<file path="src/sv/msec_pkg.sv">
package msec_pkg;

  localparam int unsigned IDX_W   = 5;
  localparam int unsigned IMM_W   = 16;
  localparam int unsigned DATA_W  = 32;
  localparam int unsigned KIND_W  = 4;
  localparam int unsigned OPC_W   = 16;
  localparam int unsigned MADDR_W = 6;
  localparam int unsigned IN_W    = 32;
  localparam int unsigned OUT_W   = 64;

  typedef enum logic [KIND_W-1:0] {
    OP_ADD  = 4'd0,
    OP_ADDI = 4'd1,
    OP_SUB  = 4'd2,
    OP_MUL  = 4'd3,
    OP_BEQ  = 4'd4,
    OP_LW   = 4'd5,
    OP_SW   = 4'd6,
    OP_HALT = 4'd7,
    OP_NOP  = 4'd8
  } op_e;

  typedef struct packed {
    op_e              op;
    logic [IDX_W-1:0] rs;
    logic             rs_ok;
    logic [IDX_W-1:0] rt;
    logic             rt_ok;
    logic [IDX_W-1:0] dst;
    logic             dst_ok;
    logic [IMM_W-1:0] imm;
  } dec_t;

  // packed from next_pc (lsb) up to halted (msb)
  typedef struct packed {
    logic               halted;
    logic               address_error;
    logic               branch_taken;
    logic [MADDR_W-1:0] mem_address;
    logic               mem_written;
    logic [DATA_W-1:0]  written_value;
    logic [IDX_W-1:0]   written_reg;
    logic               reg_written;
    logic [OPC_W-1:0]   next_pc;
  } res_t;

endpackage

</file>
<file path="src/sv/msec_front.sv">
module msec_front #(
  parameter int REG_COUNT = 32
) (
  input  logic                                in_valid_i,
  output logic                                in_ready_o,
  input  logic [msec_pkg::IN_W-1:0]           in_data_i,
  input  logic [msec_pkg::KIND_W-1:0]         in_user_i,
  input  logic                                q_full_i,
  input  logic                                clr_busy_i,
  output logic                                push_o,
  output msec_pkg::dec_t                      dec_o
);

  logic [msec_pkg::IDX_W-1:0] rs, rt, rd;

  function automatic logic reg_ok(input logic [msec_pkg::IDX_W-1:0] idx);
    reg_ok = (idx != '0) && (int'(idx) < REG_COUNT);
  endfunction

  assign rs = in_data_i[4:0];
  assign rt = in_data_i[9:5];
  assign rd = in_data_i[14:10];

  always_comb begin
    dec_o        = '0;
    dec_o.op     = (in_user_i <= msec_pkg::OP_HALT) ? msec_pkg::op_e'(in_user_i)
                                                    : msec_pkg::OP_NOP;
    dec_o.rs     = rs;
    dec_o.rs_ok  = reg_ok(rs);
    dec_o.rt     = rt;
    dec_o.rt_ok  = reg_ok(rt);
    dec_o.imm    = in_data_i[30:15];
    unique case (dec_o.op) inside
      msec_pkg::OP_ADD, msec_pkg::OP_SUB, msec_pkg::OP_MUL: begin
        dec_o.dst    = rd;
        dec_o.dst_ok = reg_ok(rd);
      end
      msec_pkg::OP_ADDI, msec_pkg::OP_LW: begin
        dec_o.dst    = rt;
        dec_o.dst_ok = reg_ok(rt);
      end
      default: begin
        dec_o.dst    = '0;
        dec_o.dst_ok = 1'b0;
      end
    endcase
  end

  assign in_ready_o = !q_full_i && !clr_busy_i;
  assign push_o     = in_valid_i && in_ready_o;

endmodule

</file>
<file path="config.mk">
export PLATFORM = sky130hd
export DESIGN_NAME = msec_front
export DESIGN_NICKNAME = d
export VERILOG_FILES = /design/src/sv/msec_pkg.sv /design/src/sv/msec_front.sv
export SDC_FILE = /design/constraint.sdc
export NUM_CORES = 1
export LEC_CHECK = 0
export ABC_AREA = 0
export CORE_MARGIN = 2
export CORE_UTILIZATION = 25
export DETAILED_ROUTE_END_ITERATION = 6
export DONT_BUFFER_PORTS = 1
export GPL_ROUTABILITY_DRIVEN = 0
export PLACE_DENSITY_LB_ADDON = 0.12
export SYNTH_ARGS = -nofsm -noshare
export SYNTH_HDL_FRONTEND = slang
export SYNTH_SLANG_ARGS = --single-unit
</file>
<file path="constraint.sdc">
create_clock -name vclk -period 1.09
set_input_delay 0.1635 -clock vclk [all_inputs]
set_output_delay 0.1635 -clock vclk [all_outputs]
set_load 0.01 [all_outputs]
</file>
==> results of run 1 <==
-- area by class of cell --
class / count / area, µm² / share of cell area, %
Timing Repair Buffer: 3 / 22.5 / 9.38
Multi-Input combinational cell: 32 / 198 / 82.3
Tap cell: 16 / 20.0 / 8.33
-- Yosys cell counts --
master | count | area [µm²]
buf_4 | 26 | 195
nand2_1 | 7 | 26.3
a21oi_1 | 5 | 25.0
nand3b_1 | 5 | 37.5
nor2_1 | 4 | 15.0
nor2b_1 | 4 | 25.0
clkbuf_1 | 2 | 7.51
nor3_1 | 2 | 10.0
a211o_1 | 1 | 8.76
and2_1 | 1 | 6.26
nand2b_1 | 1 | 6.26
o41ai_1 | 1 | 8.76
or4_1 | 1 | 7.51
-- cells by family after synthesis --
group,share of synthesized area (%)
buf+inv,53.5
compound gates,11.2
simple gates,35.3
-- repair_timing --
item                                    CTS  global route
pin swaps                                 0             1
endpoints found under the hold margin     0             0
setup buffers                             0             0
gates resized for setup                   0             5
hold buffers                              0             0
endpoints found under the setup margin    1             6
-- power by group --
part,internal (mW),total (mW),switching (mW)
sequential,0,0,0
combinational,0.0332,0.0711,0.0379
clock,0,0,0
-- stage by stage --
step | setup TNS (ns) | setup WS, ns | std cells
2_1_floorplan | 0 | 0.0267 | 60
3_3_place_gp | -0.0685 | -0.0685 | 51
3_5_place_dp | -0.0735 | -0.0735 | 51
4_1_cts | -0.0735 | -0.0735 | 51
5_1_grt | -0.120 | -0.120 | 51
6_report | -0.0955 | -0.0955 | 51
-- metal layers --
| metal | vias to the layer above | part of all wire (%) | track usage, % |
|---|---|---|---|
| met4 | 0 | 5.0 | 6.67 |
| met3 | 12 | 17 | 2.55 |
| met2 | 28 | 43 | 11.5 |
| met1 | 117 | 35 | 8.61 |
| li1 | 121 | - | - |
| met5 | - | 0 | 0 |
-- path summary, 6_finish.rpt --
| check | endpoint | cells past startpoint |
|---|---|---|
| max | dec_o[16] | 4 |
| min | dec_o[13] | 0 |
==> impl_metrics.yaml, run 1 <==
sta:
  fin_hold_ws_ns: 0.327
  slew_headroom_pct: 81.2
  rsz0062_at_grt: "true"
  maxSlewViolCount: 0
  period_needed_ns: 1.19
  setup_viol: 1
  finalHoldViolCount: 0
  setup_ws_ns: -0.0955
  worstMarginPinSlew_ns: 0.282
  max_freq_mhz: 844
  finalCritPeriodShare_pct: 109
status:
  status: "finished with violations"
  violations: "setup timing"
critical_path:
  crit_family: "simple AND/OR/NAND/NOR gates"
  critPathLaunch: "in_data_i[10]"
  path_cells: "or4_4, nor2_4, o41ai_2, buf_4"
  cp.arrival_ns: 1.02
  critPathMaxStageDelay_ns: 0.53
  cp_slowest_cell: "or4_4"
  critPathKind: "input port to output pin"
  startpoint_type: "input port"
  worstSetupEndpointType: "output pin"
  critPathBufInv: 1
  crit_fanout: 2
  critPathRequiredTime_ns: 0.93
floorplan:
  die_y_um: 42.9
  initial_core_util_pct: 25.8
  core_area_um2: 1470
  die_area_um2: 1840
  fp.dieW_um: 42.9
  core.rowCount: 14
  pin_count: 79
layout:
  regArea_um2: 0
  drive_gt1_share_pct: 20.0
  clock_buffers: 0
  nets: 76
  fill_cells: 178
  stdcell_area_um2: 240
  final_common_cell: "nand2_1"
  fin_util_pct: 16.3
  num_antenna_cells: 0
  design.seq.count: 0
  layout-area-overhead-vs-synth_pct: -36.6
  final_cell_mix: "7 x nand2_1, 5 x nand3b_1, 5 x a21oi_1"
global_route:
  grt_pass1_vias: 257
  grt_util_all_layers_pct: 7.71
  grt_max_degree: 12
  antenna_found_initial: 0
  grt_overflow: 0
  grt_pass1_wl_mm: 1.17
synthesis:
  syn_area_um2: 379
  syn-num-nets: 99
  ys_seq_area_share_pct: 0
  netlist_instances: 60
  synth_area_per_cell_um2: 6.32
  ys_warn_count: 0
  ys_types: 13
detailed_routing:
  wl_per_cell_um: 17.2
  route.vias.total: 278
  drc: 0
  first_iter_violations: 3
  routed_wl_um: 876
  ant_nets: 0
  viasPerCell: 5.45
  drtPass1Iterations: 4
pwr:
  p_leak_nw: 0.0742
  totalPowerFinal_mw: 0.0711
  ir_drop_mv: 0.0780
  power-per-cell-area_nw_per_um2: 296
placed_design:
  placedInstanceArea_um2: 219
  hpwlAfterDp_um: 717
  numPortBuffers: 0
run:
  drv_cap: 0
hold_path:
  hold_class: "input port to output pin"
  worstHoldStart: "in_data_i[28]"
(Power assumes the default switching activity.)
==> run 2: changes to the inputs <==
--- a/config.mk
+++ b/config.mk
@@ -16,2 +16,3 @@
 export SYNTH_HDL_FRONTEND = slang
 export SYNTH_SLANG_ARGS = --single-unit
+export TNS_END_PERCENT = 10
==> constraint.sdc (replaced) <==
create_clock -name vclk -period 1.09
set_input_delay 0.1635 -clock vclk [all_inputs]
set_output_delay 0.1635 -clock vclk [all_outputs]
set_load 0.02 [all_outputs]
==> impl_metrics.yaml, run 2 (synthesis results as in run 1) <==
sta:
  slew_headroom_pct: 72.8
  fin_hold_ws_ns: 0.327
  finalHoldViolCount: 0
  setup_ws_ns: -0.0740
  maxSlewViolCount: 0
  period_needed_ns: 1.16
  rsz0062_at_grt: "true"
  max_freq_mhz: 859
  setup_viol: 1
  worstMarginPinSlew_ns: 0.407
  finalCritPeriodShare_pct: 107
hold_path:
  min_delay_path_depth: 0
  hold_class: "input port to output pin"
floorplan:
  initial_core_util_pct: 25.8
  pin_count: 79
  core_area_um2: 1470
  core.rowCount: 14
  fp.dieW_um: 42.9
  die_y_um: 42.9
  die_area_um2: 1840
detailed_routing:
  route.vias.total: 292
  first_iter_violations: 0
  routed_wl_um: 843
  wl_per_cell_um: 15.1
  drtPass1Iterations: 1
  ant_nets: 0
  viasPerCell: 5.21
  drc: 0
layout:
  fill_cells: 186
  final_common_cell: "buf_4"
  instances_no_fill: 56
  clock_buffers: 0
  multiInputGateArea_um2: 195
  nets: 81
  final_cell_mix: "8 x buf_4, 7 x nand2_1, 5 x nand3b_1, 5 x a21oi_1, 4 x nor2b_1"
  design.seq.count: 0
  num_antenna_cells: 0
  regArea_um2: 0
  fin_util_pct: 18.7
  drive_gt1_share_pct: 27.5
  layout-area-overhead-vs-synth_pct: -27.4
global_route:
  top_usage_layer: "met2"
  grt_util_met1_pct: 7.59
  grt_util_all_layers_pct: 7.71
  grt_pass1_wl_mm: 1.16
  grt_pass1_vias: 261
  grt_max_degree: 12
  grt_util_met3_pct: 2.55
  antenna_found_initial: 0
  grt_overflow: 0
  use_met2_pct: 15.2
pwr:
  switching_power_mw: 0.0574
  pwr-share-seq_pct: 0
  power-per-cell-area_nw_per_um2: 371
  p_clk_share_pct: 0
  intPower_mw: 0.0447
  swShare_pct: 56.2
  p_leak_nw: 0.101
  ir_drop_mv: 0.0916
  pwr-share-comb_pct: 100.0
placed_design:
  place_inst: 56
  preCtsSetupSlack_ns: -0.107
  hpwlAfterDp_um: 693
  numPortBuffers: 0
cts:
  ctsHoldBuffers: 0
  cts_setup_buffers: 0
critical_path:
  cp.arrival_ns: 1.00
  cp_num_cells: 4
  critPathKind: "input port to output pin"
  cp_slowest_cell: "or4_4"
  startpoint_type: "input port"
  path_cells: "or4_4, nor2_4, o41ai_2, buf_4"
  critPathBufInv: 1
  critPathRequiredTime_ns: 0.93
  crit_fanout: 2
  worstSetupEndpointType: "output pin"
  crit_family: "simple AND/OR/NAND/NOR gates"
  critPathMaxStageDelay_ns: 0.53
run:
  drv_cap: 0
status:
  violations: "setup timing"
  status: "finished with violations"
[run 2: changes by cell type in the layout (fill, tap and decap cells not counted), sizes merged]
| cell | before | now |
|---|---|---|
| buf | 3 | 8 |
[run 2: through the flow]
stage	TNS (ns)	instance area, µm²	power [mW]
floorplan	-0.0217	387	0.218
global placement	-0.0880	264	0.101
detailed placement	-0.107	264	0.101
CTS	-0.0971	270	0.103
global route	-0.0934	275	0.110
finish	-0.0740	275	0.102
[run 2: metal layers]
metal	wire, µm	part of all wire, %	up-vias
met5	0	0	-
met4	8	0.95	0
met3	133	16	4
met2	418	50	27
met1	282	33	130
li1	-	-	131
[run 2: what timing repair did]
item	CTS	global route
pin swaps	1	1
resized for setup	2	1
endpoints found under the setup margin	1	1
[run 2: final timing paths]
check                    startpoint        end  slack (ns)
worst min-delay path  in_data_i[15]   dec_o[0]        0.33
worst max-delay path  in_data_i[10]  dec_o[16]       -0.07
[run 2: area by class of cell]
type | instances | area share, %
multi-input cells | 32 | 70.9
repair buffers | 8 | 21.8
well taps | 16 | 7.27
[run 2: power groups by stage]
stage	clock network [mW]	logic (mW)	registers [mW]
2_1_floorplan	0	0.218	0
3_3_place_gp	0	0.101	0
3_5_place_dp	0	0.101	0
4_1_cts	0	0.103	0
5_1_grt	0	0.110	0
6_report	0	0.102	0
==> run 3: changes to the inputs <==
- RECOVER_POWER: default -> 100
==> impl_metrics.yaml, run 3 (synthesis results as in run 1) <==
critical_path:
  worstSetupEndpointType: "output pin"
  cp.arrival_ns: 1.00
  crit_family: "simple AND/OR/NAND/NOR gates"
  path_cells: "or4_4, nor2_4, o41ai_2, buf_4"
  critPathRequiredTime_ns: 0.93
  critPathBufInv: 1
  startpoint_type: "input port"
  crit_fanout: 2
  critPathKind: "input port to output pin"
  cp_slowest_cell: "or4_4"
  critPathMaxStageDelay_ns: 0.53
floorplan:
  core.rowCount: 14
  initial_core_util_pct: 25.8
  die_area_um2: 1840
  die_y_um: 42.9
  pin_count: 79
  core_area_um2: 1470
  fp.dieW_um: 42.9
hold_path:
  hold_class: "input port to output pin"
sta:
  setup_viol: 1
  setup_ws_ns: -0.0740
  worstMarginPinSlew_ns: 0.407
  finalHoldViolCount: 0
  fin_hold_ws_ns: 0.327
  slew_headroom_pct: 72.8
  rsz0062_at_grt: "true"
  finalCritPeriodShare_pct: 107
  maxSlewViolCount: 0
  period_needed_ns: 1.16
  max_freq_mhz: 859
layout:
  instances_no_fill: 56
  multiInputGateArea_um2: 195
  drive_gt1_share_pct: 25.0
  layout-area-overhead-vs-synth_pct: -31.7
  final_cell_mix: "7 x nand2_1, 5 x nand3b_1, 5 x a21oi_1, 5 x clkbuf_2, 4 x nor2b_1"
  num_antenna_cells: 0
  final_common_cell: "nand2_1"
  design.seq.count: 0
  fill_cells: 187
  nets: 81
  regArea_um2: 0
  clock_buffers: 0
detailed_routing:
  drtPass1Iterations: 1
  route.vias.total: 292
  ant_nets: 0
  wl_per_cell_um: 15.0
  drc: 0
  routed_wl_um: 838
  first_iter_violations: 0
  viasPerCell: 5.21
run:
  drv_cap: 0
status:
  violations: "setup timing"
  status: "finished with violations"
placed_design:
  preCtsSetupSlack_ns: -0.107
  place_inst: 56
  hpwlAfterDp_um: 693
  numPortBuffers: 0
global_route:
  antenna_found_initial: 0
  grt_util_all_layers_pct: 7.71
  grt_pass1_vias: 261
  grt_pass1_wl_mm: 1.16
  grt_max_degree: 12
  grt_overflow: 0
pwr:
  ir_drop_mv: 0.0899
  p_leak_nw: 0.0921
  power-per-cell-area_nw_per_um2: 365
cts:
  ctsHoldBuffers: 0
[run 3: per-layer routing]
| layer | global-route usage [%] | share of wire (%) |
|---|---|---|
| met5 | 0 | 0 |
| met4 | 1.82 | 0.95 |
| met3 | 2.55 | 16 |
| met2 | 15.2 | 50 |
| met1 | 7.59 | 34 |
[run 3: layout make-up]
class | count | area share [%]
well taps | 16 | 7.73
repair buffers | 8 | 16.9
multi-input cells | 32 | 75.4
[run 3: path summary, 6_finish.rpt]
| path | from | to | slack [ns] | depth (start not counted) |
|---|---|---|---|---|
| min | in_data_i[15] | dec_o[0] | 0.33 | 0 |
| max | in_data_i[10] | dec_o[16] | -0.07 | 4 |
[run 3: what timing repair did]
item | 4_1_cts | 5_1_grt
pin swaps | 1 | 1
gates resized for setup | 2 | 1
buffers inserted | 0 | 0
setup endpoints to repair | 1 | 1
[run 3: power by group]
group | switching [mW] | leakage, nW | internal, mW
Combinational | 0.0570 | 0.0921 | 0.0374
Sequential | 0 | 0 | 0
Clock | 0 | 0 | 0
Total | 0.0570 | 0.0921 | 0.0374
[run 3: per-stage QoR]
step                      instance area, µm²  power (mW)  util (%)  setup TNS (ns)
after floorplan                          387       0.218         -         -0.0217
after global placement                   264       0.101      17.9         -0.0880
after detailed placement                 264       0.101      17.9          -0.107
after CTS                                270       0.103      18.4         -0.0971
after global routing                     259       0.102      17.6         -0.0934
final                                    259      0.0944      17.6         -0.0740
