`src/sv/msec_pkg.sv`:
```
package msec_pkg;

  localparam int unsigned IDX_W   = 5;
  localparam int unsigned IMM_W   = 16;
  localparam int unsigned DATA_W  = 32;
  localparam int unsigned KIND_W  = 4;
  localparam int unsigned OPC_W   = 16;
  localparam int unsigned MADDR_W = 6;
  localparam int unsigned IN_W    = 32;
  localparam int unsigned OUT_W   = 64;

  typedef enum logic [KIND_W-1:0] {
    OP_ADD  = 4'd0,
    OP_ADDI = 4'd1,
    OP_SUB  = 4'd2,
    OP_MUL  = 4'd3,
    OP_BEQ  = 4'd4,
    OP_LW   = 4'd5,
    OP_SW   = 4'd6,
    OP_HALT = 4'd7,
    OP_NOP  = 4'd8
  } op_e;

  typedef struct packed {
    op_e              op;
    logic [IDX_W-1:0] rs;
    logic             rs_ok;
    logic [IDX_W-1:0] rt;
    logic             rt_ok;
    logic [IDX_W-1:0] dst;
    logic             dst_ok;
    logic [IMM_W-1:0] imm;
  } dec_t;

  // packed from next_pc (lsb) up to halted (msb)
  typedef struct packed {
    logic               halted;
    logic               address_error;
    logic               branch_taken;
    logic [MADDR_W-1:0] mem_address;
    logic               mem_written;
    logic [DATA_W-1:0]  written_value;
    logic [IDX_W-1:0]   written_reg;
    logic               reg_written;
    logic [OPC_W-1:0]   next_pc;
  } res_t;

endpackage

```
`src/sv/msec_back.sv`:
```
module msec_back #(
  parameter int REG_COUNT = 32,
  parameter int MEM_WORDS = 64,
  parameter int PC_BITS   = 16
) (
  input  logic           clk_i,
  input  logic           rst_ni,
  input  logic           q_vld_i,
  input  msec_pkg::dec_t q_data_i,
  output logic           q_pop_o,
  output logic           clr_busy_o,
  output logic           out_valid_o,
  input  logic           out_ready_i,
  output msec_pkg::res_t out_data_o
);

  localparam int RW     = $clog2(REG_COUNT);
  localparam int AW     = $clog2(MEM_WORDS);
  localparam int CLR_N  = (REG_COUNT > MEM_WORDS) ? REG_COUNT : MEM_WORDS;
  localparam int CW     = $clog2(CLR_N) + 1;
  localparam int ADDR_W = msec_pkg::DATA_W + 2;

  logic [msec_pkg::DATA_W-1:0] rf [REG_COUNT];
  logic [msec_pkg::DATA_W-1:0] dmem [MEM_WORDS];

  logic [CW-1:0]               clr_q;
  logic                        ex_vld_q, wb_vld_q, out_vld_q;
  msec_pkg::dec_t              ex_q;
  msec_pkg::res_t              wb_q, wb_d, wb_res, out_q;
  logic                        wb_lw_q, wb_lw_d;
  logic [msec_pkg::DATA_W-1:0] rda_q, rdb_q, mrd_q;
  logic [PC_BITS-1:0]          pc_q, pc_d;
  logic                        halt_q;

  logic                        issue, ex_adv, wb_done, rf_we;
  logic [msec_pkg::DATA_W-1:0] a, b, alu, wb_val;
  logic [ADDR_W-1:0]           addr;
  logic                        in_range, mem_we, mem_re;
  logic [AW-1:0]               mem_idx;
  logic [RW-1:0]               wa, ra, rb;

  assign clr_busy_o = (clr_q < CW'(CLR_N));
  assign wb_done    = wb_vld_q && (!out_vld_q || out_ready_i);
  assign ex_adv     = ex_vld_q && (!wb_vld_q || wb_done);
  assign issue      = q_vld_i && !clr_busy_o && !ex_vld_q && (!wb_vld_q || wb_done);
  assign q_pop_o    = issue;

  // execute
  assign a        = ex_q.rs_ok ? rda_q : '0;
  assign b        = ex_q.rt_ok ? rdb_q : '0;
  assign addr     = {{2{a[msec_pkg::DATA_W-1]}}, a}
                  + ADDR_W'(ex_q.imm);
  assign in_range = !addr[ADDR_W-1] && (addr < ADDR_W'(MEM_WORDS));
  assign mem_idx  = addr[AW-1:0];

  always_comb begin
    unique case (ex_q.op)
      msec_pkg::OP_ADD:  alu = a + b;
      msec_pkg::OP_ADDI: alu = a + msec_pkg::DATA_W'(ex_q.imm);
      msec_pkg::OP_SUB:  alu = a - b;
      msec_pkg::OP_MUL:  alu = a * b;
      default:           alu = '0;
    endcase
  end

  always_comb begin
    wb_d    = '0;
    wb_lw_d = 1'b0;
    pc_d    = pc_q + PC_BITS'(1);
    if (halt_q) begin
      pc_d        = pc_q;
      wb_d.halted = 1'b1;
    end else begin
      unique case (ex_q.op) inside
        msec_pkg::OP_ADD, msec_pkg::OP_ADDI, msec_pkg::OP_SUB, msec_pkg::OP_MUL: begin
          wb_d.reg_written   = ex_q.dst_ok;
          wb_d.written_reg   = ex_q.dst_ok ? ex_q.dst : '0;
          wb_d.written_value = ex_q.dst_ok ? alu : '0;
        end
        msec_pkg::OP_BEQ: begin
          if (a == b) begin
            wb_d.branch_taken = 1'b1;
            pc_d              = pc_q + PC_BITS'(ex_q.imm);
          end
        end
        msec_pkg::OP_LW, msec_pkg::OP_SW: begin
          if (!in_range) begin
            wb_d.address_error = 1'b1;
          end else begin
            wb_d.mem_address = addr[msec_pkg::MADDR_W-1:0];
            if (ex_q.op == msec_pkg::OP_SW) begin
              wb_d.mem_written   = 1'b1;
              wb_d.written_value = b;
            end else begin
              wb_d.reg_written = ex_q.dst_ok;
              wb_d.written_reg = ex_q.dst_ok ? ex_q.dst : '0;
              wb_lw_d          = ex_q.dst_ok;
            end
          end
        end
        msec_pkg::OP_HALT: wb_d.halted = 1'b1;
        default: ;
      endcase
    end
    wb_d.next_pc = msec_pkg::OPC_W'(pc_d);
  end

  assign mem_we = ex_adv && !halt_q && in_range && (ex_q.op == msec_pkg::OP_SW);
  assign mem_re = ex_adv && !halt_q && in_range && (ex_q.op == msec_pkg::OP_LW);

  // write back
  assign wb_val = wb_lw_q ? mrd_q : wb_q.written_value;
  assign rf_we  = wb_done && wb_q.reg_written;
  assign wa     = wb_q.written_reg[RW-1:0];
  assign ra     = q_data_i.rs[RW-1:0];
  assign rb     = q_data_i.rt[RW-1:0];

  always_comb begin
    wb_res               = wb_q;
    wb_res.written_value = wb_val;
  end

  always_ff @(posedge clk_i) begin
    if (clr_busy_o) begin
      if (clr_q < CW'(REG_COUNT)) begin
        rf[clr_q[RW-1:0]] <= '0;
      end
    end else if (rf_we) begin
      rf[wa] <= wb_val;
    end
    if (issue) begin
      rda_q <= (rf_we && wa == ra) ? wb_val : rf[ra];
      rdb_q <= (rf_we && wa == rb) ? wb_val : rf[rb];
    end
  end

  always_ff @(posedge clk_i) begin
    if (clr_busy_o) begin
      if (clr_q < CW'(MEM_WORDS)) begin
        dmem[clr_q[AW-1:0]] <= '0;
      end
    end else if (mem_we) begin
      dmem[mem_idx] <= b;
    end
    if (mem_re) begin
      mrd_q <= dmem[mem_idx];
    end
  end

  always_ff @(posedge clk_i or negedge rst_ni) begin
    if (!rst_ni) begin
      clr_q     <= '0;
      ex_vld_q  <= 1'b0;
      wb_vld_q  <= 1'b0;
      out_vld_q <= 1'b0;
      pc_q      <= '0;
      halt_q    <= 1'b0;
    end else begin
      if (clr_busy_o) begin
        clr_q <= clr_q + CW'(1);
      end
      if (issue) begin
        ex_vld_q <= 1'b1;
      end else if (ex_adv) begin
        ex_vld_q <= 1'b0;
      end
      if (ex_adv) begin
        wb_vld_q <= 1'b1;
        pc_q     <= pc_d;
        if (ex_q.op == msec_pkg::OP_HALT) begin
          halt_q <= 1'b1;
        end
      end else if (wb_done) begin
        wb_vld_q <= 1'b0;
      end
      if (wb_done) begin
        out_vld_q <= 1'b1;
      end else if (out_ready_i) begin
        out_vld_q <= 1'b0;
      end
    end
  end

  always_ff @(posedge clk_i) begin
    if (issue) begin
      ex_q <= q_data_i;
    end
    if (ex_adv) begin
      wb_q    <= wb_d;
      wb_lw_q <= wb_lw_d;
    end
    if (wb_done) begin
      out_q <= wb_res;
    end
  end

  assign out_valid_o = out_vld_q;
  assign out_data_o  = out_q;

endmodule

```
`config.mk`:
```
export PLATFORM = sky130hd
export DESIGN_NAME = msec_back
export DESIGN_NICKNAME = d
export VERILOG_FILES = /design/src/sv/msec_pkg.sv /design/src/sv/msec_back.sv
export SDC_FILE = /design/constraint.sdc
export NUM_CORES = 2
export LEC_CHECK = 0
export BUFFER_PORTS_ARGS = -buffer_cell sky130_fd_sc_hd__buf_2
export CORE_ASPECT_RATIO = 1.4
export CORE_UTILIZATION = 40
export CTS_CLUSTER_DIAMETER = 80
export CTS_CLUSTER_SIZE = 8
export DETAILED_ROUTE_END_ITERATION = 8
export GPL_ROUTABILITY_DRIVEN = 0
export GPL_TIMING_DRIVEN = 0
export HOLD_SLACK_MARGIN = 0.12
export SLEW_MARGIN = 0
export SYNTH_ARGS = -nofsm -noshare
export SYNTH_HDL_FRONTEND = slang
export SYNTH_SLANG_ARGS = --single-unit
```
`constraint.sdc`:
```
create_clock -name clk_i -period 8.85 [get_ports clk_i]
set_input_delay 0.4425 -clock clk_i [delete_from_list [all_inputs] [get_ports clk_i]]
set_output_delay 0.4425 -clock clk_i [all_outputs]
set_load 0.02 [all_outputs]
```
==> reports/qor.csv <==
stage,metric,value,unit
run_status,outcome,"complete, but fails checks",
run_status,violations_in_the_final_reports,"design-rule violations, max-capacitance violations, max-slew violations, negative setup slack",
sta,post-route-worst-setup-slack,-49.0,ps
route,iteration_0_drc_markers,11000,
floorplanning,die-area,0.397,mm^2
min_path,worst_hold_path_type,in2async,
finish,fill_cells,32700,
logic_synthesis,synth-seq-area-share,63.7,%
finish,seqCellArea,0.101,mm^2
finish,area.growth.synth_to_final,16.0,%
pwr,power.share.switching,20.1,%
finish,num-nets-final,10100,
pwr,max-vdd-ir-drop,173,uV
sta,tns,-49.0,ps
worst_setup_path,timing.critical_path.to_type,register,
logic_synthesis,synth.lib_cells_used.distinct,90,
worst_setup_path,cpLargestDelayFamily,adder cells,
logic_synthesis,synth_commonest_cells,"3,325 x sky130_fd_sc_hd__edfxtp_1, 1,280 x sky130_fd_sc_hd__mux4_2, 608 x sky130_fd_sc_hd__nor2_1",
logic_synthesis,synthDominantCellAreaShare,63.3,%
job,maxCapViolCount,7,
logic_synthesis,synthesis.area,0.158,mm^2
floorplanning,initial_core_util,40.2,%
route,vias,91200,
place,placement.io_buffers,101,
clock_network,cts_num_sinks,3352,
worst_setup_path,arrival_time_reported_for_the_critical_path_endpoint,9590,ps
clock_network,clk_pin_slew_worst_paths,50,ps
logic_synthesis,post-synth-top-area-cell,sky130_fd_sc_hd__edfxtp_1,
place,dp.final_hpwl,379000,um
route,detail_route.vias_per_cell,6.19,
sta,timing.fmax,0.112,GHz
logic_synthesis,netlist_instances,8699,
pwr,power.static_leakage,51.9,nW
grt,antenna_found_initial,41,
place,numPlacedInstances,14200,
floorplanning,die_height,745,um
grt,grt_overflow_total,0,
sta,tightest_slew,1550,ps
worst_setup_path,regToRegSetupSlack,-50,ps
worst_setup_path,critical_path_depth,29,
route,drcViolationCount,18,
grt,track_usage,26.6,%
logic_synthesis,synth_seq_cells,3352,
clock_network,cts_buffers,463,
pwr,p_int,26.7,mW
worst_setup_path,critPathRequiredTime,9540,ps
logic_synthesis,netlist_top_cells_area,"sky130_fd_sc_hd__edfxtp_1 63%, sky130_fd_sc_hd__mux4_2 18%, sky130_fd_sc_hd__fa_1 5.2%, sky130_fd_sc_hd__ha_1 1.8%, sky130_fd_sc_hd__nor2_1 1.4%",
pwr,register_share_of_total_power,51.6,%
route,postRouteWirelength,530000,um
finish,final_area,0.183,mm^2
worst_setup_path,cpPeakStageDelay,620,ps
sta,finalHoldViolations,0,
logic_synthesis,async_set_or_reset_flop_fraction_in_the_synthesized_netlist,0.805,%
pwr,pwr-share-comb,1.4,%
worst_setup_path,startpoint_kind_of_the_worst_setup_timing_path,register,
logic_synthesis,post_synth.cell_area_avg,18.1,um^2
worst_setup_path,cpMaxStageDelayCell,sky130_fd_sc_hd__fa_1,
finish,final_layout_size_suffix_gt1_share,26.4,%
pwr,power.density_cell_area,182,mW/mm^2
pwr,net-switching-power,6.69,mW
logic_synthesis,synth-main-ff-cell,sky130_fd_sc_hd__edfxtp_1,
clock_network,tritoncts,yes,
floorplanning,row_count,272,
clock_network,worst_skew_late_latency,990,ps
pwr,clock_power_share,47.0,%
worst_setup_path,timing.setup.critical_path_class,reg2reg,
sta,setup-violations-final,1,
sta,drv_slew,52,
finish,final_cell_count_no_fill,14700,
pwr,design_power_total,33.3,mW
sta,skew,123,ps
grt,grt_first_pass_wirelength,733000,um
worst_setup_path,critPathBufInv,10,
floorplanning,top_level_ports,109,
worst_setup_path,timing.reg2reg.worst_path_depth,29,
logic_synthesis,synthMostInstantiatedCell,sky130_fd_sc_hd__edfxtp_1,
sta,slew_limit_headroom,-3.41,%
route,route.detailed.wl_per_inst,36.0,um
logic_synthesis,mappedNetlistNets,9375,
grt,pin_count_of_the_biggest_net_entering_global_routing,50,
finish,post-route-util,46.7,%
worst_setup_path,cp_max_fo,10,
worst_setup_path,crit_path_frequent_cell,sky130_fd_sc_hd__fa_1,
clock_network,cts_root_buf,sky130_fd_sc_hd__clkbuf_16,
sta,min_period_over_period,101,%
clock_network,cts_htree_levels,5,
grt,grt_pass1_vias,95700,
floorplanning,core_area,0.392,mm^2
route,route.antenna.remaining_nets,0,
logic_synthesis,edff_count_synth,3325,
logic_synthesis,yosys_warnings,0,
clock_network,clock_path_buffers,4,
finish,multi_input_comb_area,0.0549,mm^2
place,dpl_cell_area,0.169,mm^2
floorplanning,dieWidth,533,um
sta,final.min_clock_period,8900,ps
route,detail_route.first_pass.iterations,9,
per-stage QoR:
step                setup WS [ps]  hold slack [ps]
finish                      -49.0              199
CTS                         -2.51              186
global placement            -3650              408
floorplan                     709              147
detailed placement          -2740              405
global route                -20.8              224
repair_timing:
action / CTS / global route
endpoints found under the setup margin: 3991 / 17
buffers inserted: 15 / 15
cloned: 0 / 0
hold buffers: 30 / 0
hold endpoints to repair: 58 / 0
pin swaps: 9 / 13
resized for setup: 200 / 116
power groups by stage:
stage / combinational [mW] / sequential [mW] / clock [mW]
2_1_floorplan: 0.245 / 17.5 / 0
3_3_place_gp: 0.440 / 17.5 / 0
3_5_place_dp: 0.446 / 17.5 / 0
4_1_cts: 0.457 / 17.2 / 15.8
5_1_grt: 0.468 / 17.2 / 16.4
6_report: 0.463 / 17.2 / 15.7
path summary, 6_finish.rpt:
kind	startpoint	end
worst min-delay path	rst_ni	out_valid_o
min in group clk_i	q_data_i[7]	ex_q[7]
max in group asynchronous	rst_ni	clr_q[5]
worst min register to register	wb_q[59]	out_data_o[59]
worst max register to register	ex_q[28]	wb_q[53]
worst max-delay path	ex_q[28]	wb_q[53]
flip-flops by register name, summed over array words and instances (netlist names):
signal and count:
rda_q 32, rf 1024, pc_q 16, mrd_q 32
wa 5, wb_vld_q 1, out_valid_o 1, out_data_o 64
ex_vld_q 1, dmem 2048, clr_q 7, rdb_q 32
ex_q 28, wb_lw_q 1, halt_q 1, wb_q 59
per-layer routing:
metal | wire (um) | up-vias | track usage (%)
met5 | 127 | - | 0
met4 | 48500 | 20 | 20.3
met3 | 45600 | 1695 | 5.68
met2 | 263000 | 5277 | 45.5
met1 | 172000 | 48500 | 29.2
li1 | - | 35700 | -
cells by family (layout without fill, tap and decap cells):
family / after synthesis / after routing / synth area share (%)
AND/OR/NAND/NOR: 1465 / 1465 / 4.01
adder cells (fa/ha/maj): 638 / 638 / 7.02
multiplexers: 1400 / 1400 / 19.1
flip-flops: 3352 / 3352 / 63.7
other: 0 / 9 / 0
buffers and inverters: 1005 / 1829 / 2.41
AO/OA/AOI/OAI: 648 / 648 / 2.68
XOR/XNOR: 191 / 191 / 1.06
cell type report:
cell class              instances  area share, %
inverters                     510           1.14
well taps                    5206           3.56
clock buffers                 496           6.46
clock inverters                21          0.226
repair buffers                332           2.50
multi-input cells            4342           30.0
diodes                          9         0.0123
plain buffers                 470           1.15
flip-flops and latches       3352           54.9
cells in the final DEF, fill, tap and decap left out, types with 36 or more instances in the layout:
master,count
sky130_fd_sc_hd__a31oi_1,47
sky130_fd_sc_hd__nor2_4,129
sky130_fd_sc_hd__and2_1,45
sky130_fd_sc_hd__buf_1,75
sky130_fd_sc_hd__o21ai_0,180
sky130_fd_sc_hd__buf_16,36
sky130_fd_sc_hd__nand3_1,69
sky130_fd_sc_hd__ha_1,217
sky130_fd_sc_hd__xnor2_1,138
sky130_fd_sc_hd__edfxtp_1,3325
sky130_fd_sc_hd__mux2_2,69
sky130_fd_sc_hd__nor2_1,474
sky130_fd_sc_hd__mux2i_1,51
sky130_fd_sc_hd__a21oi_1,110
sky130_fd_sc_hd__buf_2,121
sky130_fd_sc_hd__a211oi_1,39
sky130_fd_sc_hd__inv_1,479
sky130_fd_sc_hd__nand2b_1,36
sky130_fd_sc_hd__o22ai_1,38
sky130_fd_sc_hd__buf_12,121
sky130_fd_sc_hd__clkbuf_16,468
sky130_fd_sc_hd__nor3_1,43
sky130_fd_sc_hd__nand2_1,493
sky130_fd_sc_hd__fa_1,411
sky130_fd_sc_hd__clkbuf_1,330
sky130_fd_sc_hd__xor2_1,45
sky130_fd_sc_hd__mux4_2,1280
sky130_fd_sc_hd__buf_4,43
Note: power is estimated with default switching activity, not from simulation.
