==> config.mk <==
export PLATFORM = sky130hd
export DESIGN_NAME = msec_fifo
export DESIGN_NICKNAME = d
export VERILOG_FILES = /design/src/sv/msec_pkg.sv /design/src/sv/msec_fifo.sv
export SDC_FILE = /design/constraint.sdc
export NUM_CORES = 1
export LEC_CHECK = 0
export ABC_AREA = 1
export BUFFER_PORTS_ARGS = -buffer_cell sky130_fd_sc_hd__buf_2
export CORE_UTILIZATION = 40
export DETAILED_ROUTE_END_ITERATION = 8
export HOLD_SLACK_MARGIN = 0.08
export PLACE_DENSITY = 0.73
export SLEW_MARGIN = 5
export SYNTH_ARGS = -nofsm -noshare
export SYNTH_HDL_FRONTEND = slang
export SYNTH_SLANG_ARGS = --single-unit
==> constraint.sdc <==
create_clock -name clk_i -period 7.3 [get_ports clk_i]
set_input_delay 0.365 -clock clk_i [delete_from_list [all_inputs] [get_ports clk_i]]
set_output_delay 0.365 -clock clk_i [all_outputs]
set_load 0.1 [all_outputs]
==> src/sv/msec_pkg.sv <==
package msec_pkg;

  localparam int unsigned IDX_W   = 5;
  localparam int unsigned IMM_W   = 16;
  localparam int unsigned DATA_W  = 32;
  localparam int unsigned KIND_W  = 4;
  localparam int unsigned OPC_W   = 16;
  localparam int unsigned MADDR_W = 6;
  localparam int unsigned IN_W    = 32;
  localparam int unsigned OUT_W   = 64;

  typedef enum logic [KIND_W-1:0] {
    OP_ADD  = 4'd0,
    OP_ADDI = 4'd1,
    OP_SUB  = 4'd2,
    OP_MUL  = 4'd3,
    OP_BEQ  = 4'd4,
    OP_LW   = 4'd5,
    OP_SW   = 4'd6,
    OP_HALT = 4'd7,
    OP_NOP  = 4'd8
  } op_e;

  typedef struct packed {
    op_e              op;
    logic [IDX_W-1:0] rs;
    logic             rs_ok;
    logic [IDX_W-1:0] rt;
    logic             rt_ok;
    logic [IDX_W-1:0] dst;
    logic             dst_ok;
    logic [IMM_W-1:0] imm;
  } dec_t;

  // packed from next_pc (lsb) up to halted (msb)
  typedef struct packed {
    logic               halted;
    logic               address_error;
    logic               branch_taken;
    logic [MADDR_W-1:0] mem_address;
    logic               mem_written;
    logic [DATA_W-1:0]  written_value;
    logic [IDX_W-1:0]   written_reg;
    logic               reg_written;
    logic [OPC_W-1:0]   next_pc;
  } res_t;

endpackage

==> src/sv/msec_fifo.sv <==
module msec_fifo (
  input  logic           clk_i,
  input  logic           rst_ni,
  input  logic           push_i,
  input  msec_pkg::dec_t push_data_i,
  input  logic           pop_i,
  output logic           full_o,
  output logic           vld_o,
  output msec_pkg::dec_t pop_data_o
);

  localparam int DEPTH = 2;
  localparam int PW    = $clog2(DEPTH);

  msec_pkg::dec_t  buf_q [DEPTH];
  logic [PW-1:0]   wp_q, wp_d, rp_q, rp_d;
  logic [PW:0]     cnt_q, cnt_d;

  assign full_o     = (cnt_q == (PW+1)'(DEPTH));
  assign vld_o      = (cnt_q != '0);
  assign pop_data_o = buf_q[rp_q];

  always_comb begin
    wp_d  = push_i ? wp_q + 1'b1 : wp_q;
    rp_d  = pop_i  ? rp_q + 1'b1 : rp_q;
    cnt_d = cnt_q + (PW+1)'(push_i) - (PW+1)'(pop_i);
  end

  always_ff @(posedge clk_i or negedge rst_ni) begin
    if (!rst_ni) begin
      wp_q  <= '0;
      rp_q  <= '0;
      cnt_q <= '0;
    end else begin
      wp_q  <= wp_d;
      rp_q  <= rp_d;
      cnt_q <= cnt_d;
    end
  end

  always_ff @(posedge clk_i) begin
    if (push_i) begin
      buf_q[wp_q] <= push_data_i;
    end
  end

endmodule

==> results.ini, run 1 <==
[outcome]
outcome = completed

[placement]
place_congestion = 0.751
hpwl_mm = 3.00
port_buffers = 81

[yosys]
ys_warn_count = 0
synth.distinct_cells = 14
avgSynthCellArea_um2 = 13.6
syn-num-nets = 267
ys_seq_elements = 80
syn_area_um2 = 3020
yosysSeqAreaShare_pct = 78.8
synth_cells = 223

[worst_setup_path]
crit_path_end_kind = primary output
cp_max_fo = 77
path_class = flop to primary output
worstPathRequired_ns = 6.93
cp-start-kind = flop
cp_data_arrival_time_ns = 2.20

[detailed_routing]
first_pass_iters = 4
num_vias = 1787
wl_mm = 4.80
via_per_inst = 4.35
drc = 0
ant_nets = 0
avgRoutedWirePerCell_um = 11.7
drt_iter0_drc = 73

[worst_hold_path]
worstHoldPathType = input port to flop

[clocking]
cts-resized-gates = 0
cts_root_buf = clkbuf_8
htreeDepth = 3
tritoncts = yes
cts_buffer_depth = 2
clock_sinks = 80
clock_latency_ns = 0.33
post-cts-setup-buffers = 0
cts_buffers = 9
path_clk_slew_ns = 0.08

[grt]
globalRouteTotalUtil_pct = 12.8
grt_pass1_wl_mm = 7.25
grt_max_degree = 78
overflow = 0
grt_pass1_vias = 1628
grt_antenna_before_repair = 0

[flow_run]
max_cap_violations = 0

[timing]
clock.fmax_mhz = 389
drv_slew = 0
fin_crit_sh_pct = 35.2
worst_pin_slew_ns = 1.12
hold_viol_final = 0
finalSetupViolCount = 0
rsz0062_at_grt = false
maxSlewHeadroom_pct = 25.1
fin_setup_tns_ns = 0
clock_skew_ns = 0.00668
period_minus_slack_ns = 2.57

[floorplanning]
die_w_um = 89.0
rows = 31
ios = 82
die_h_um = 89.0
dieArea_um2 = 7910
start_util_pct = 41.5
core_area_um2 = 7290

[layout]
final_cell_mix = buf_2 (81), edfxtp_1 (76), nand2_1 (45)
drive_gt1_share_pct = 31.1
syn2layout_area_growth_pct = 22.0
antenna_cells = 0
layout_commonest_cell = buf_2
final_util_pct = 50.6
finalNetCount = 352

[path summary, 6_finish.rpt]
| check | slack (ns) | to | startpoint | cells after the start |
|---|---|---|---|---|
| max reg2reg | 5.59 | buf_q[0][36] | wp_q | 1 |
| max in group asynchronous | 6.81 | rp_q | rst_ni | 2 |
| min in group asynchronous | 0.36 | cnt_q[0] | rst_ni | 2 |
| max | 4.73 | pop_data_o[21] | rp_q | 3 |
| min | 0.21 | buf_q[1][4] | push_data_i[4] | 1 |
| min reg2reg | 0.56 | wp_q | wp_q | 1 |
[registers in the layout (all words and copies together), names as in the netlist]
register and count:
rp_q 1, buf_q 76, wp_q 1, cnt_q 2
[synthesized netlist by cell type]
library cell  count  area, µm²
ha_1              2       25.0
dfrtp_1           4        100
nand2_1          45        169
inv_1            45        169
xor2_1            2       17.5
clkbuf_1          2       7.51
o21ai_1           8       40.0
buf_4             1       7.51
nor2_1            2       7.51
buf_2             2       10.0
edfxtp_1         76       2280
o21ai_0          30        150
nand3_1           1       5.00
buf_6             3       33.8
[area by class of cell]
class	count	area, µm²
Multi-Input combinational cell	90	422
Fill cell	657	3600
Inverter	45	169
Sequential cell	80	2380
Clock buffer	10	128
Tap cell	99	124
Timing Repair Buffer	82	415
Clock inverter	5	48.8
[routing by layer]
metal,track usage (%),up-vias,routed length (µm)
met2,22.3,54,2430
met4,7.36,0,103
met1,13.4,813,2000
met5,0,-,0
met3,4.43,11,263
li1,-,909,-
[through the flow]
step           setup slack, ns  std cells  instance area (µm²)  hold slack [ns]
6_report                  4.73        411                 3690            0.214
2_1_floorplan             4.24        223                 3020           0.0694
4_1_cts                   4.66        411                 3690            0.194
5_1_grt                   4.44        411                 3690            0.190
3_5_place_dp              5.04        395                 3500            0.177
3_3_place_gp              5.08        395                 3500            0.175
[what timing repair did]
item                       CTS  global route
hold buffers                 1             0
hold endpoints to repair     4             0
setup endpoints to repair    0             0
[critical path, stage by stage (launching register included)]
cell	delay (ns)
dfrtp_2	1.11
nand2_1	0.11
o21ai_0	0.15
buf_2	0.48
[logic make-up (layout without fill, tap and decap cells)]
| group | after synthesis | after routing | synth area share, % |
|---|---|---|---|
| flops | 80 | 80 | 78.8 |
| xor+xnor | 2 | 2 | 0.579 |
| buf+inv | 53 | 142 | 7.53 |
| simple gates | 48 | 48 | 6.00 |
| fa+ha+maj | 2 | 2 | 0.827 |
| compound gates | 38 | 38 | 6.29 |
Power of run 1 is left out: the tool's default activity adds up to more than one toggle a clock period on the data nets, which glitch-free logic cannot reach.
==> inputs of run 2 (changes only) <==
- PLACE_DENSITY: 0.73 -> 0.75
- clock period: 7.3 -> 2.1 ns (I/O delays scaled with it)
==> run 2 against run 1 <==
Via count rose by 11%. First-iteration DRC count rose by 4.1%. Sequential share of layout area fell by 7.4 points. Sequential cell count unchanged. Utilization increased by 6.5 points. Non-clock buffer count rose by 45.
==> results.ini, run 2 (synthesized netlist as in run 1, its figures left out) <==
[detailed_routing]
routedLengthMet1_mm = 2.14
ant_nets = 0
highest-signal-layer = met4
via_per_inst = 4.35
num_vias = 1982
drt_iter0_drc = 76
first_pass_iters = 6
avgRoutedWirePerCell_um = 12.1
drc = 0
wl_met3_um = 299
wl_mm = 5.51
dr_wl_met2_mm = 2.93

[timing]
worst_pin_slew_ns = 0.513
clock.fmax_mhz = 531
maxSlewHeadroom_pct = 65.8
period_minus_slack_ns = 1.88
finalSetupViolCount = 0
hold_viol_final = 0
rsz0062_at_grt = false
drv_slew = 0
setup_ws_ns = 0.215
fin_setup_tns_ns = 0
clock_skew_ns = 0.00988
fin_crit_sh_pct = 89.8

[layout]
largestRegisters = buf_q: 76 flops, cnt_q: 2 flops
layout_commonest_cell = buf_2
antenna_cells = 0
finalNetCount = 397
final_util_pct = 57.1
drive_gt1_share_pct = 28.3
largest_reg_flops = 76
top_register = buf_q
syn2layout_area_growth_pct = 37.7
fin_area_um2 = 4170
final_cell_mix = buf_2 (81), edfxtp_1 (76), nand2_1 (45)

[worst_setup_path]
r2r_start = wp_q
worstPathRequired_ns = 2.00
crit_chain = buf_4 -> nand2_1 -> o21ai_0 -> buf_2
cp_data_arrival_time_ns = 1.78
cp_max_fo = 25
r2r-end = buf_q[1][17]
max_stage_delay_ns = 0.52
r2r_slack_ns = 0.75
crit_buf_inv = 2
slowest_stage = dfrtp_2
reg2regPathDepth = 3
cp-start-kind = flop
path_class = flop to primary output
crit_path_end_kind = primary output
cp_top_family = buffers and inverters

[grt]
grt_max_degree = 40
globalRouteTotalUtil_pct = 14.7
grt_antenna_before_repair = 0
overflow = 0
grt_pass1_wl_mm = 8.24
grt_pass1_vias = 1887

[clocking]
cts_root_buf = clkbuf_8
clock_sinks = 80
cts_buffer_depth = 2
post-cts-setup-buffers = 0
cts_buffers = 9
cts-resized-gates = 0
cts_hold_buf = 41
clock_latency_ns = 0.34
htreeDepth = 3
tritoncts = yes
path_clk_slew_ns = 0.07

[floorplanning]
die_w_um = 89.0
ios = 82
core_area_um2 = 7290
dieArea_um2 = 7910
rows = 31
start_util_pct = 41.5
die_h_um = 89.0

[outcome]
outcome = completed

[placement]
pre_cts_slack_ns = 0.570
hpwl_mm = 3.43
place_congestion = 0.683
port_buffers = 81
placed_area_um2 = 3550

[flow_run]
max_cap_violations = 0

[worst_hold_path]
worstHoldPathType = input port to async pin

[run 2: cell types whose count changed in the layout (fill, tap and decap cells not counted)]
cell	before	now
bufinv_16	1	2
buf_4	0	4
dlygate4sd3_1	1	41
clkbuf_1	1	2
o21ai_1	8	18
clkinv_2	3	2
inv_2	1	0
buf_12	0	1
o21ai_0	30	20
[run 2: layout make-up]
cell class	instances	area, µm²
fillers	642	3130
repair buffers	127	866
inverters	45	169
flip-flops and latches	80	2380
well taps	99	124
clock inverters	4	70.1
clock buffers	11	131
multi-input cells	90	422
[run 2: per-layer routing]
layer | track usage [%] | vias up
li1 | - | 997
met2 | 26.3 | 75
met3 | 5.17 | 14
met4 | 8.23 | 0
met1 | 15.0 | 896
met5 | 0 | -
[run 2: through the flow]
step | instances | hold slack [ns]
global route | 456 | 0.0857
finish | 456 | 0.108
global placement | 400 | -0.0840
floorplan | 223 | -0.191
CTS | 456 | 0.0866
detailed placement | 400 | -0.0832
[run 2: worst max path at each step]
stage	start	endpoint	slack, ns	cells after the start
after global routing	rp_q	pop_data_o[9]	0.07	4
after global placement	rp_q	pop_data_o[8]	0.59	4
after detailed placement	rp_q	pop_data_o[8]	0.57	4
after CTS	rp_q	pop_data_o[8]	0.19	4
final	rp_q	pop_data_o[6]	0.22	4
after floorplan	rp_q	pop_data_o[10]	-0.70	2
Power of run 2 is left out for the same reason.
==> inputs of run 3 (changes only) <==
- BUFFER_PORTS_ARGS: -buffer_cell sky130_fd_sc_hd__buf_2 -> default
- DONT_BUFFER_PORTS: default -> 1
- GPL_ROUTABILITY_DRIVEN: default -> 0
- PLACE_DENSITY: 0.75 -> 0.65
==> run 3 against run 2 <==
Clock skew is 0.0030 ns lower. Wire length is 3.3% lower. Via count is 5.3% lower. Register-to-register slack worse by 0.07 ns. Clock-buffer cell count is 2 lower. Utilization is 0.79 points higher. Maximum frequency is 2.9% higher. Worst hold slack better by 0.058 ns. Critical path depth stayed put. Setup slack better by 0.054 ns. Global-route usage is 0.22 points lower. Sequential share of layout area is 0.72 points lower. Critical path type unchanged.
==> results.ini, run 3 (synthesized netlist as in run 1, its figures left out) <==
[clocking]
cts_root_buf = clkbuf_8
post-cts-setup-buffers = 0
htreeDepth = 3
clock_sinks = 80
path_clk_slew_ns = 0.07
clock_latency_ns = 0.34
cts_hold_buf = 42
cts_buffers = 9
tritoncts = yes
cts_buffer_depth = 2
cts-resized-gates = 0

[timing]
setup_ws_ns = 0.269
clock.fmax_mhz = 546
rsz0062_at_grt = false
period_minus_slack_ns = 1.83
fin_crit_sh_pct = 87.2
worst_pin_slew_ns = 0.486
drv_slew = 0
hold_viol_final = 0
finalSetupViolCount = 0
maxSlewHeadroom_pct = 67.5
clock_skew_ns = 0.00692
hold_slack_ns = 0.165

[layout]
syn2layout_area_growth_pct = 39.6
antenna_cells = 0
largestRegisters = buf_q: 76 flops, cnt_q: 2 flops
top_register = buf_q
layout_commonest_cell = edfxtp_1
largest_reg_flops = 76
final_cell_mix = edfxtp_1 (76), nand2_1 (45), inv_1 (44), buf_4 (44), dlygate4sd3_1 (42)
finalNetCount = 358
drive_gt1_share_pct = 32.0

[floorplanning]
core_area_um2 = 7290
start_util_pct = 41.5
ios = 82
rows = 31
die_w_um = 89.0
die_h_um = 89.0
dieArea_um2 = 7910

[grt]
grt_pass1_vias = 1824
grt_antenna_before_repair = 0
grt_pass1_wl_mm = 8.20
globalRouteTotalUtil_pct = 14.5
grt_max_degree = 35
overflow = 0

[detailed_routing]
ant_nets = 0
wl_mm = 5.33
drc = 0
via_per_inst = 4.49
first_pass_iters = 4
num_vias = 1877
drt_iter0_drc = 54
avgRoutedWirePerCell_um = 12.8

[worst_setup_path]
reg2regPathDepth = 3
r2r_slack_ns = 0.68
path_class = flop to primary output
slowest_stage = dfrtp_4
worstPathRequired_ns = 2.00
crit_path_end_kind = primary output
cp_data_arrival_time_ns = 1.73
crit_chain = buf_4 -> nand2_1 -> o21ai_2 -> buf_4
worst_path_most_repeated_cell = buf_4
max_stage_delay_ns = 0.62
r2r-end = buf_q[1][2]
cp_max_fo = 21
r2r_start = wp_q
cp-start-kind = flop

[worst_hold_path]
worstHoldEndpoint = cnt_q[1]
hold_start = pop_i
worstHoldPathType = input port to flop
worstHoldPathCells = 4

[placement]
port_buffers = 0
pre_cts_slack_ns = 0.626
hpwl_mm = 3.42

[flow_run]
max_cap_violations = 0

[outcome]
outcome = completed

==> run 3: cell count changes in the layout (fill, tap and decap cells not counted), moves of 2 or more <==
cell	delta
clkinvlp_4	+2
o21ai_2	+38
buf_4	+40
o21ai_0	-20
clkbuf_1	-2
o21ai_1	-18
buf_2	-81
==> run 3: worst max path at each step <==
stage	from	to	slack, ns
2_1_floorplan	rp_q	pop_data_o[10]	-0.70
3_3_place_gp	rp_q	pop_data_o[17]	0.65
3_5_place_dp	rp_q	pop_data_o[15]	0.63
4_1_cts	rp_q	pop_data_o[15]	0.25
5_1_grt	rp_q	pop_data_o[15]	0.14
6_report	rp_q	pop_data_o[15]	0.27
==> run 3: cell type report <==
| class | count | area, µm² |
|---|---|---|
| fillers | 611 | 3070 |
| repair buffers | 88 | 791 |
| flip-flops and latches | 80 | 2390 |
| multi-input cells | 90 | 567 |
| clock buffers | 9 | 124 |
| inverters | 45 | 169 |
| well taps | 99 | 124 |
| clock inverters | 7 | 62.6 |
==> run 3: critical path: cells and delay by family (launching register included) <==
family / cells / cell delay [ns]
compound gates: 1 / 0.06
buf+inv: 2 / 0.60
simple gates: 1 / 0.10
flops: 1 / 0.62
==> run 3: metal layers <==
layer / GRT usage [%] / vias to the layer above / share of wire (%)
met5: 0 / - / 0
met4: 6.93 / 0 / 1.9
met3: 4.25 / 11 / 4.8
met2: 26.1 / 52 / 53
met1: 15.7 / 877 / 41
li1: - / 937 / -
==> run 3: metrics by stage <==
stage	area, µm²	setup TNS (ns)	util [%]	instances
3_5_place_dp	3620	0	49.6	360
4_1_cts	4220	0	57.9	418
6_report	4220	0	57.9	418
2_1_floorplan	3030	-13.91	-	223
3_3_place_gp	3620	0	49.6	360
5_1_grt	4220	0	57.9	418
Power of run 3 is left out for the same reason.
